--- src/sv/rrs_pkg.sv ---
// Shared constants, types and square-root step for the rounded-rectangle span generator.
`timescale 1ns / 1ps

package rrs_pkg;

  // Geometry and stroke bounds
  localparam int COORD_WIDTH  = 10;
  localparam int MAX_STROKE   = 15;
  localparam int STROKE_REG_W = 4;
  localparam int STROKE_CNT_W = $clog2(MAX_STROKE + 1);
  localparam int CFG_INDEX_W  = 3;

  // Radicand holds rad*rad with rad <= 2^(COORD_WIDTH-1)
  localparam int SQ_W       = 2 * COORD_WIDTH - 1;
  localparam int ACC_W      = 2 * COORD_WIDTH;
  localparam int LE_W       = COORD_WIDTH + 2;
  localparam int ISQ_STAGES = (COORD_WIDTH + 1) / 2;

  // Register indexes on the write port
  typedef enum logic [CFG_INDEX_W-1:0] {
    REG_CORNER_X_A    = 3'd0,
    REG_CORNER_X_B    = 3'd1,
    REG_CORNER_Y_A    = 3'd2,
    REG_CORNER_Y_B    = 3'd3,
    REG_CORNER_RADIUS = 3'd4,
    REG_FILL_MODE     = 3'd5,
    REG_STROKE_WIDTH  = 3'd6
  } rrs_reg_t;

  // Shape values derived from the registers
  typedef struct packed {
    logic [COORD_WIDTH-1:0]  l;
    logic [COORD_WIDTH-1:0]  r;
    logic [COORD_WIDTH-1:0]  t;
    logic [COORD_WIDTH:0]    h;
    logic [COORD_WIDTH-1:0]  rad;
    logic [STROKE_CNT_W-1:0] s_eff;
    logic                    fill;
    logic                    thin;
    logic [SQ_W-1:0]         rad_sq;
    logic signed [LE_W-1:0]  lower_edge;
    logic [STROKE_CNT_W-1:0] count_last;
  } rrs_cfg_t;

  // Per-row data that rides along the pipeline
  typedef struct packed {
    logic [COORD_WIDTH-1:0] y;
    logic                   corner;
    logic                   full;
  } rrs_row_t;

  // Square-root working pair
  typedef struct packed {
    logic [SQ_W-1:0]  rem;
    logic [ACC_W-1:0] acc;
  } rrs_sq_t;

  // Probe of iteration i of the bit-by-bit root
  function automatic logic [ACC_W-1:0] probe_at(int i);
    probe_at = ACC_W'(1) << (2 * COORD_WIDTH - 2 - 2 * i);
  endfunction

  // One iteration of the bit-by-bit root
  function automatic rrs_sq_t isqrt_step(rrs_sq_t cur, logic [ACC_W-1:0] probe);
    logic [ACC_W:0] trial;
    rrs_sq_t        res;
    trial = {1'b0, cur.acc} + {1'b0, probe};
    if ({{(ACC_W + 1 - SQ_W){1'b0}}, cur.rem} >= trial) begin
      res.rem = cur.rem - trial[SQ_W-1:0];
      res.acc = (cur.acc >> 1) + probe;
    end else begin
      res.rem = cur.rem;
      res.acc = cur.acc >> 1;
    end
    return res;
  endfunction

endpackage

--- src/sv/rounded_rect_span_generator.sv ---
// Top level of the rounded-rectangle span generator.
//
//   channel   ports                                         handshake
//   config    cfg_we, cfg_index, cfg_data                   write at edge with cfg_we
//   row in    start, busy, row_offset                       start && !busy
//   span out  strobe, span_y, span_x_left, span_x_right,    strobe, one cycle each
//             last_span
//
// One row is accepted per cycle while rows give a single span; a row that
// gives n spans (two for an outline pixel pair, s or 2*s for a thick stroke)
// holds the span sequencer until its last span, and busy stays high for all
// but the last of them.
// The first span of a row leaves once the accepted row has passed these registers:
// intake, corner offset, radicand, five root stages, span sequencer.
// Rows outside the height take one pipeline slot and give no span.
// Reset is synchronous; it empties the pipeline and loads the register
// reset values, and a row may be taken in the next cycle.
`timescale 1ns / 1ps

module rounded_rect_span_generator (
  input  logic                              clk,
  input  logic                              rst,
  input  logic                              cfg_we,
  input  logic [rrs_pkg::CFG_INDEX_W-1:0]   cfg_index,
  input  logic [rrs_pkg::COORD_WIDTH-1:0]   cfg_data,
  input  logic                              start,
  output logic                              busy,
  input  logic [rrs_pkg::COORD_WIDTH-1:0]   row_offset,
  output logic                              strobe,
  output logic [rrs_pkg::COORD_WIDTH-1:0]   span_y,
  output logic [rrs_pkg::COORD_WIDTH-1:0]   span_x_left,
  output logic [rrs_pkg::COORD_WIDTH-1:0]   span_x_right,
  output logic                              last_span
);

  rrs_pkg::rrs_cfg_t              cfg;
  logic                           adv;
  logic                           fr_valid;
  logic [rrs_pkg::SQ_W-1:0]       fr_rem;
  rrs_pkg::rrs_row_t              fr_row;
  logic                           sq_valid;
  logic [rrs_pkg::COORD_WIDTH-1:0] sq_root;
  rrs_pkg::rrs_row_t              sq_row;

  // Registers and derived geometry
  rrs_config u_config (
    .clk       (clk),
    .rst       (rst),
    .cfg_we    (cfg_we),
    .cfg_index (cfg_index),
    .cfg_data  (cfg_data),
    .cfg       (cfg)
  );

  // Row intake through radicand
  rrs_front u_front (
    .clk        (clk),
    .rst        (rst),
    .adv        (adv),
    .start      (start),
    .row_offset (row_offset),
    .cfg        (cfg),
    .out_valid  (fr_valid),
    .out_rem    (fr_rem),
    .out_row    (fr_row)
  );

  // Corner root
  rrs_isqrt u_isqrt (
    .clk       (clk),
    .rst       (rst),
    .adv       (adv),
    .in_valid  (fr_valid),
    .in_rem    (fr_rem),
    .in_row    (fr_row),
    .out_valid (sq_valid),
    .out_root  (sq_root),
    .out_row   (sq_row)
  );

  // Span sequencer and output ports
  rrs_emitter u_emitter (
    .clk          (clk),
    .rst          (rst),
    .cfg          (cfg),
    .in_valid     (sq_valid),
    .in_root      (sq_root),
    .in_row       (sq_row),
    .adv          (adv),
    .busy         (busy),
    .strobe       (strobe),
    .span_y       (span_y),
    .span_x_left  (span_x_left),
    .span_x_right (span_x_right),
    .last_span    (last_span)
  );

endmodule

--- src/sv/rrs_config.sv ---
// Configuration registers and the derived rectangle geometry.
`timescale 1ns / 1ps

module rrs_config (
  input  logic                                clk,
  input  logic                                rst,
  input  logic                                cfg_we,
  input  logic [rrs_pkg::CFG_INDEX_W-1:0]     cfg_index,
  input  logic [rrs_pkg::COORD_WIDTH-1:0]     cfg_data,
  output rrs_pkg::rrs_cfg_t                   cfg
);

  localparam int CW = rrs_pkg::COORD_WIDTH;
  localparam int SW = rrs_pkg::STROKE_CNT_W;

  logic [CW-1:0]                     corner_x_a;
  logic [CW-1:0]                     corner_x_b;
  logic [CW-1:0]                     corner_y_a;
  logic [CW-1:0]                     corner_y_b;
  logic [CW-1:0]                     corner_radius;
  logic                              fill_mode;
  logic [rrs_pkg::STROKE_REG_W-1:0]  stroke_width;

  logic [CW-1:0]   l_next, r_next, t_next, b_next, rad_next;
  logic [CW:0]     w_next, h_next, short_side;
  logic [CW-1:0]   half;
  logic [SW-1:0]   s_next;
  logic [2*CW-1:0] rad_sq_full;

  // Register writes
  always_ff @(posedge clk) begin
    if (rst) begin
      corner_x_a    <= '0;
      corner_x_b    <= '0;
      corner_y_a    <= '0;
      corner_y_b    <= '0;
      corner_radius <= '0;
      fill_mode     <= 1'b0;
      stroke_width  <= rrs_pkg::STROKE_REG_W'(1);
    end else if (cfg_we) begin
      case (rrs_pkg::rrs_reg_t'(cfg_index))
        rrs_pkg::REG_CORNER_X_A:    corner_x_a    <= cfg_data;
        rrs_pkg::REG_CORNER_X_B:    corner_x_b    <= cfg_data;
        rrs_pkg::REG_CORNER_Y_A:    corner_y_a    <= cfg_data;
        rrs_pkg::REG_CORNER_Y_B:    corner_y_b    <= cfg_data;
        rrs_pkg::REG_CORNER_RADIUS: corner_radius <= cfg_data;
        rrs_pkg::REG_FILL_MODE:     fill_mode     <= cfg_data[0];
        rrs_pkg::REG_STROKE_WIDTH:  stroke_width  <= cfg_data[rrs_pkg::STROKE_REG_W-1:0];
        default: ;
      endcase
    end
  end

  // Order the corners, size the box and clamp the radius and the stroke width
  always_comb begin
    l_next     = (corner_x_a < corner_x_b) ? corner_x_a : corner_x_b;
    r_next     = (corner_x_a < corner_x_b) ? corner_x_b : corner_x_a;
    t_next     = (corner_y_a < corner_y_b) ? corner_y_a : corner_y_b;
    b_next     = (corner_y_a < corner_y_b) ? corner_y_b : corner_y_a;
    w_next     = {1'b0, r_next} - {1'b0, l_next} + (CW + 1)'(1);
    h_next     = {1'b0, b_next} - {1'b0, t_next} + (CW + 1)'(1);
    short_side = (w_next < h_next) ? w_next : h_next;
    half       = short_side[CW:1];
    rad_next   = (corner_radius < half) ? corner_radius : half;
    s_next     = (int'(stroke_width) < rrs_pkg::MAX_STROKE) ? SW'(stroke_width)
                                                            : SW'(rrs_pkg::MAX_STROKE);
  end

  assign rad_sq_full = cfg.rad * cfg.rad;

  // First level from the registers, second level built on the first
  always_ff @(posedge clk) begin
    cfg.l          <= l_next;
    cfg.r          <= r_next;
    cfg.t          <= t_next;
    cfg.h          <= h_next;
    cfg.rad        <= rad_next;
    cfg.s_eff      <= s_next;
    cfg.fill       <= fill_mode;
    cfg.thin       <= (stroke_width <= rrs_pkg::STROKE_REG_W'(1));
    cfg.rad_sq     <= rad_sq_full[rrs_pkg::SQ_W-1:0];
    cfg.lower_edge <= $signed(rrs_pkg::LE_W'(cfg.h) - rrs_pkg::LE_W'(1)
                              - rrs_pkg::LE_W'(cfg.s_eff));
    cfg.count_last <= (cfg.fill || cfg.thin) ? '0 : cfg.s_eff - SW'(1);
  end

endmodule

--- src/sv/rrs_front.sv ---
// Row intake, range check, corner offset and radicand stages.
`timescale 1ns / 1ps

module rrs_front (
  input  logic                              clk,
  input  logic                              rst,
  input  logic                              adv,
  input  logic                              start,
  input  logic [rrs_pkg::COORD_WIDTH-1:0]   row_offset,
  input  rrs_pkg::rrs_cfg_t                 cfg,
  output logic                              out_valid,
  output logic [rrs_pkg::SQ_W-1:0]          out_rem,
  output rrs_pkg::rrs_row_t                 out_row
);

  localparam int CW = rrs_pkg::COORD_WIDTH;

  // Stage 0: captured request
  logic          v0;
  logic [CW-1:0] row0;

  // Stage 1: row in range, corner offset
  logic          v1;
  logic [CW-1:0] row1;
  logic [CW-1:0] y1;
  logic [CW-1:0] dy1;
  logic          corner1;

  logic          in_range, corner_top, corner_bot;
  logic [CW:0]   h_m_r, bot_dy;
  logic [CW-1:0] dy_next;

  logic [2*CW-1:0] dy_sq;
  logic            row_last, band, full_next;

  // Take a request whenever the pipeline moves
  always_ff @(posedge clk) begin
    if (rst) begin
      v0 <= 1'b0;
    end else if (adv) begin
      v0   <= start;
      row0 <= row_offset;
    end
  end

  // Find the corner zone and its vertical offset
  always_comb begin
    in_range   = {1'b0, row0} < cfg.h;
    corner_top = row0 < cfg.rad;
    h_m_r      = cfg.h - {1'b0, cfg.rad};
    corner_bot = {1'b0, row0} >= h_m_r;
    bot_dy     = {1'b0, row0} - h_m_r + (CW + 1)'(1);
    if (corner_top) begin
      dy_next = cfg.rad - row0;
    end else if (corner_bot) begin
      dy_next = bot_dy[CW-1:0];
    end else begin
      dy_next = '0;
    end
  end

  // Drop rows outside the height
  always_ff @(posedge clk) begin
    if (rst) begin
      v1 <= 1'b0;
    end else if (adv) begin
      v1      <= v0 && in_range;
      row1    <= row0;
      y1      <= cfg.t + row0;
      dy1     <= dy_next;
      corner1 <= corner_top || corner_bot;
    end
  end

  // Radicand and span shape of the row
  always_comb begin
    dy_sq    = dy1 * dy1;
    row_last = {1'b0, row1} == (cfg.h - (CW + 1)'(1));
    band     = (row1 <= CW'(cfg.s_eff)) || ($signed({2'b00, row1}) >= cfg.lower_edge);
    if (cfg.fill) begin
      full_next = 1'b1;
    end else if (cfg.thin) begin
      full_next = (row1 == '0) || row_last;
    end else begin
      full_next = band;
    end
  end

  always_ff @(posedge clk) begin
    if (rst) begin
      out_valid <= 1'b0;
    end else if (adv) begin
      out_valid      <= v1;
      out_rem        <= cfg.rad_sq - dy_sq[rrs_pkg::SQ_W-1:0];
      out_row.y      <= y1;
      out_row.corner <= corner1;
      out_row.full   <= full_next;
    end
  end

endmodule

--- src/sv/rrs_isqrt.sv ---
// Pipelined bit-by-bit integer square root, two result bits per stage.
`timescale 1ns / 1ps

module rrs_isqrt (
  input  logic                              clk,
  input  logic                              rst,
  input  logic                              adv,
  input  logic                              in_valid,
  input  logic [rrs_pkg::SQ_W-1:0]          in_rem,
  input  rrs_pkg::rrs_row_t                 in_row,
  output logic                              out_valid,
  output logic [rrs_pkg::COORD_WIDTH-1:0]   out_root,
  output rrs_pkg::rrs_row_t                 out_row
);

  localparam int NS   = rrs_pkg::ISQ_STAGES;
  localparam int CW   = rrs_pkg::COORD_WIDTH;
  localparam int LAST = NS - 1;

  logic              vld [NS];
  rrs_pkg::rrs_sq_t  st  [NS];
  rrs_pkg::rrs_row_t rw  [NS];

  for (genvar j = 0; j < NS; j++) begin : g_stage
    logic              src_v;
    rrs_pkg::rrs_sq_t  src_st;
    rrs_pkg::rrs_row_t src_row;
    rrs_pkg::rrs_sq_t  mid_st;
    rrs_pkg::rrs_sq_t  nxt_st;

    // Select the stage input
    if (j == 0) begin : g_head
      assign src_v   = in_valid;
      assign src_st  = '{rem: in_rem, acc: '0};
      assign src_row = in_row;
    end else begin : g_body
      assign src_v   = vld[j-1];
      assign src_st  = st[j-1];
      assign src_row = rw[j-1];
    end

    // Two root iterations, the second only while bits remain
    assign mid_st = rrs_pkg::isqrt_step(src_st, rrs_pkg::probe_at(2 * j));
    if (2 * j + 1 < CW) begin : g_two
      assign nxt_st = rrs_pkg::isqrt_step(mid_st, rrs_pkg::probe_at(2 * j + 1));
    end else begin : g_one
      assign nxt_st = mid_st;
    end

    // Advance the stage register
    always_ff @(posedge clk) begin
      if (rst) begin
        vld[j] <= 1'b0;
      end else if (adv) begin
        vld[j] <= src_v;
        st[j]  <= nxt_st;
        rw[j]  <= src_row;
      end
    end
  end

  assign out_valid = vld[LAST];
  assign out_root  = st[LAST].acc[CW-1:0];
  assign out_row   = rw[LAST];

  // Remainder of a floor root never exceeds twice the root
  a_root_bound: assert property (@(posedge clk) disable iff (rst)
    vld[LAST] |-> ({{(rrs_pkg::ACC_W - rrs_pkg::SQ_W){1'b0}}, st[LAST].rem}
                   <= (st[LAST].acc << 1)))
    else $error("square root remainder out of bound");

endmodule

--- src/sv/rrs_emitter.sv ---
// Span sequencer: turns one row into its spans, one span per cycle.
`timescale 1ns / 1ps

module rrs_emitter (
  input  logic                              clk,
  input  logic                              rst,
  input  rrs_pkg::rrs_cfg_t                 cfg,
  input  logic                              in_valid,
  input  logic [rrs_pkg::COORD_WIDTH-1:0]   in_root,
  input  rrs_pkg::rrs_row_t                 in_row,
  output logic                              adv,
  output logic                              busy,
  output logic                              strobe,
  output logic [rrs_pkg::COORD_WIDTH-1:0]   span_y,
  output logic [rrs_pkg::COORD_WIDTH-1:0]   span_x_left,
  output logic [rrs_pkg::COORD_WIDTH-1:0]   span_x_right,
  output logic                              last_span
);

  localparam int CW = rrs_pkg::COORD_WIDTH;
  localparam int SW = rrs_pkg::STROKE_CNT_W;

  logic          cur_valid;
  logic [CW-1:0] cur_y;
  logic [CW-1:0] cur_a;
  logic [CW-1:0] cur_c;
  logic          cur_full;
  logic          cur_phase;
  logic [SW-1:0] cur_k;

  logic          cur_last;
  logic [CW-1:0] dx;

  // Last span of the row: final stroke step, right pixel or full span
  assign cur_last = (cur_k == cfg.count_last) && (cur_full || cur_phase);
  assign adv      = !cur_valid || cur_last;
  assign busy     = !adv;

  // Horizontal inset of the row
  assign dx = in_row.corner ? cfg.rad - in_root : '0;

  // Load a new row or step through the current one
  always_ff @(posedge clk) begin
    if (rst) begin
      cur_valid <= 1'b0;
    end else if (adv) begin
      cur_valid <= in_valid;
      cur_y     <= in_row.y;
      cur_a     <= cfg.l + dx;
      cur_c     <= cfg.r - dx;
      cur_full  <= in_row.full;
      cur_phase <= 1'b0;
      cur_k     <= '0;
    end else if (cur_full || cur_phase) begin
      cur_k     <= cur_k + SW'(1);
      cur_a     <= cur_a + CW'(1);
      cur_c     <= cur_c - CW'(1);
      cur_phase <= 1'b0;
    end else begin
      cur_phase <= 1'b1;
    end
  end

  // Drive the span ports
  assign strobe       = cur_valid;
  assign span_y       = cur_y;
  assign span_x_left  = (cur_full || !cur_phase) ? cur_a : cur_c;
  assign span_x_right = (cur_full || cur_phase) ? cur_c : cur_a;
  assign last_span    = cur_valid && cur_last;

  // A row keeps the port until its last span
  a_row_continues: assert property (@(posedge clk) disable iff (rst)
    strobe && !last_span |=> strobe && (span_y == $past(span_y)))
    else $error("row ended before its last span");

  // Nothing more after a last span when no row is waiting
  a_no_invented: assert property (@(posedge clk) disable iff (rst)
    strobe && last_span && !in_valid |=> !strobe)
    else $error("span appeared without a row");

  // Outline pixels are one pixel wide
  a_pixel_span: assert property (@(posedge clk) disable iff (rst)
    strobe && !cur_full |-> span_x_left == span_x_right)
    else $error("outline pixel span is not one pixel");

endmodule
--- config.mk ---
export PLATFORM = sky130hd
export DESIGN_NAME = rounded_rect_span_generator
export DESIGN_NICKNAME = d
export VERILOG_FILES = /design/src/sv/rrs_pkg.sv /design/src/sv/rounded_rect_span_generator.sv /design/src/sv/rrs_config.sv /design/src/sv/rrs_front.sv /design/src/sv/rrs_isqrt.sv /design/src/sv/rrs_emitter.sv
export SDC_FILE = /design/constraint.sdc
export NUM_CORES = 1
export LEC_CHECK = 0
export ABC_AREA = 1
export BUFFER_PORTS_ARGS = -buffer_cell sky130_fd_sc_hd__buf_2
export CORE_ASPECT_RATIO = 0.7
export CORE_UTILIZATION = 63
export CTS_BUF_LIST = sky130_fd_sc_hd__clkbuf_8
export DETAILED_ROUTE_END_ITERATION = 12
export GPL_TIMING_DRIVEN = 0
export MAX_ROUTING_LAYER = met4
export PLACE_DENSITY_LB_ADDON = 0.3
export SLEW_MARGIN = 20
export SYNTH_ARGS = -nofsm -noshare
export SYNTH_HDL_FRONTEND = slang
export SYNTH_SLANG_ARGS = --single-unit
--- constraint.sdc ---
create_clock -name clk -period 24.4 [get_ports clk]
set_input_delay 4.88 -clock clk [delete_from_list [all_inputs] [get_ports clk]]
set_output_delay 4.88 -clock clk [all_outputs]
set_load 0.02 [all_outputs]
==> impl_metrics.csv <==
group,metric,value,unit
critical_path,required,19.52,ns
die,fp.dieH,183,µm
clocking,cts_tree,"built",
final_layout,nets,3937,
synthesis,synth_area,29500,µm²
drt,firstDrtPassIters,10,
clocking,cts-root-buf,"clkbuf_8",
outcome,violations,"design-rule violations",
global_route,antenna_found_initial,2,
clocking,cts_hold_buf,0,
clocking,clk_pin_slew,0.06,ns
timing,worst_pin_slew,0.809,ns
timing,drv_slew,0,
global_route,grt_pass1_vias,22100,
synthesis,yosysWarnings,0,
drt,viasPerCell,5.55,
timing,rsz0062_at_grt,"no",
global_route,grt.met2_usage,43.8,%
synthesis,synthFlopType,"edfxtp_1",
final_layout,drive_above_1_share,6.62,%
hold_path,hp-start,"u_config.fill_mode",
drt,drt-initial-drc-count,2094,
hold_path,worstHoldEndpoint,"u_config.cfg[36]",
clocking,cts_resized,0,
critical_path,r2r_end,"u_config.cfg[41]",
final_layout,final_common_cell,"inv_1",
critical_path,cp-start-kind,"register",
timing,period_share,31.4,%
synthesis,synth_edf_count,279,
critical_path,arrival,2.78,ns
timing,slew_headroom,45.8,%
die,fp.dieW,261,µm
global_route,grt_pass1_wl,112000,µm
timing,fmax,131,MHz
die,core-area,45600,µm²
global_route,grtUsageMet1,44.0,%
synthesis,synthCells,3318,
hold_path,hold_path_depth,0,
synthesis,yosysSeqAreaShare,38.5,%
global_route,grtUsageTotal,30.8,%
drt,wire_per_inst,17.0,µm
synthesis,synth_cell_types,63,
placed_design,port-buffer-count,59,
final_layout,area_growth,9.40,%
placed_design,gp_congestion,1.00,
die,die_area,47800,µm²
outcome,outcome,"complete, but fails checks",
clocking,clock-sinks,429,
clocking,clk_path_buf_depth,3,
die,initial_core_util,64.7,%
timing,hold_viol_final,0,
critical_path,ff2ff_setup_slack,16.79,ns
clocking,post_cts.repair.setup_buffers,0,
timing,setup_viol,0,
synthesis,syn_nets,3796,
critical_path,r2r_cells,34,
timing,fin_crit,7.66,ns
final_layout,layout_common_cells,"inv_1, nand2_1, ha_1, edfxtp_1, nor2_1",
hold_path,hold_class,"register to register",
synthesis,async_reset_ff_share,0,%
drt,ant_nets,0,
die,ios,60,
critical_path,cp_max_fo,10,
clocking,htree_num_levels,3,
clocking,worstSkewPairLatency,0.66,ns
global_route,busiest_layer,"met1",
drt,drt_wl_total,70000,µm
die,row_count,65,
drt,dr_total_vias,22900,
synthesis,synth_seq_cells,429,
drt,route.detailed.drc,3,
critical_path,rr_startpoint,"u_config.corner_x_b[9]",
global_route,grt.overflow.total,0,
clocking,numCtsBuffers,70,
critical_path,critPathKind,"register to output pin",
timing,fin_tns_setup,0,ns
timing,skew,0.0436,ns
global_route,grt_max_degree,31,
critical_path,worstSetupEndpointType,"output pin",
placed_design,hpwl,55800,µm
global_route,use_met3,7.56,%
flow_run,max_cap_violations,0,
synthesis,avgSynthCellArea,8.90,µm²
-- cells in the mapped netlist (13+ instances only) --
cell type,instances,share of area [%]
a211oi_1,14,0.36
a21oi_1,216,3.7
clkbuf_1,56,0.71
dfxtp_1,150,10
edfxtp_1,279,28
fa_1,127,8.6
ha_1,324,14
inv_1,599,7.6
inv_2,13,0.17
nand2_1,562,7.1
nand3_1,103,1.7
nand4_1,30,0.64
nor2_1,241,3.1
nor3_1,33,0.56
nor4_1,14,0.30
o21ai_0,203,3.4
o21ai_1,23,0.39
o31ai_1,13,0.33
xnor2_1,64,1.9
xor2_1,115,3.4
-- sequential cells by signal, indices dropped and copies added, names as in the netlist, 12 cells and up --
signal and cells:
u_config.cfg 91, u_front.out_rem 19, u_front.out_row 12, u_isqrt.rw 60, u_isqrt.st 106
-- worst max-delay path by stage --
stage	to	from	slack (ns)	cells after the start
after detailed placement	u_config.cfg[48]	u_config.corner_x_b[4]	17.05	34
after CTS	busy	u_emitter.cur_phase	16.77	7
final	busy	u_emitter.cur_phase	16.74	7
after global placement	u_front.v1	rst	2.07	4
after floorplan	u_front.out_valid	rst	7.24	3
after global routing	u_config.cfg[41]	u_config.corner_x_b[9]	16.17	36
-- worst max-delay path, cell delays in order, from the launching register on --
cell and delay, ns:
edfxtp_1 0.38, nor2_1 0.25, inv_1 0.13, nand4_1 0.13, nand2_1 0.27, inv_1 0.23, clkbuf_1 0.47, buf_2 0.27
-- stage by stage --
stage	util (%)	hold slack, ns	instance area [µm²]	instances	worst slack, ns
floorplan	-	0.325	29500	3318	7.24
global placement	67.0	0.385	30600	3980	2.07
detailed placement	67.6	0.395	30800	3990	17.05
CTS	70.8	0.404	32300	4120	16.77
global route	70.8	0.403	32300	4121	16.17
finish	70.8	0.406	32300	4121	16.74
-- cells by family (layout without fill, tap and decap cells) --
group / Yosys count / after routing / share of synthesized area [%]
flip-flops: 429 / 429 / 38.5
AO/OA/AOI/OAI: 545 / 545 / 10.2
other: 1 / 2 / 0.0127
AND/OR/NAND/NOR: 1034 / 1034 / 14.9
XOR/XNOR: 179 / 179 / 5.31
buffers and inverters: 678 / 877 / 8.73
multiplexers: 1 / 1 / 0.0339
adder cells (fa/ha/maj): 451 / 451 / 22.3
-- metal layers --
| layer | vias up | wire length, µm | part of all wire [%] |
|---|---|---|---|
| met5 | - | 0 | 0 |
| met4 | 0 | 1410 | 2.0 |
| met3 | 121 | 6920 | 9.9 |
| met2 | 867 | 29100 | 42 |
| met1 | 10700 | 32600 | 47 |
| li1 | 11200 | - | - |
-- area by class of cell --
class                   instances  area, µm²
multi-input cells            2211      15600
fillers                      3397      13300
flip-flops and latches        429      11400
inverters                     615       2310
clock buffers                  71        977
well taps                     603        754
repair buffers                 69        533
clock inverters                59        494
plain buffers                  63        269
diodes                          1       2.50
Power is left out: the tool's default activity adds up to more than one toggle a clock period on the data nets, which glitch-free logic cannot reach.
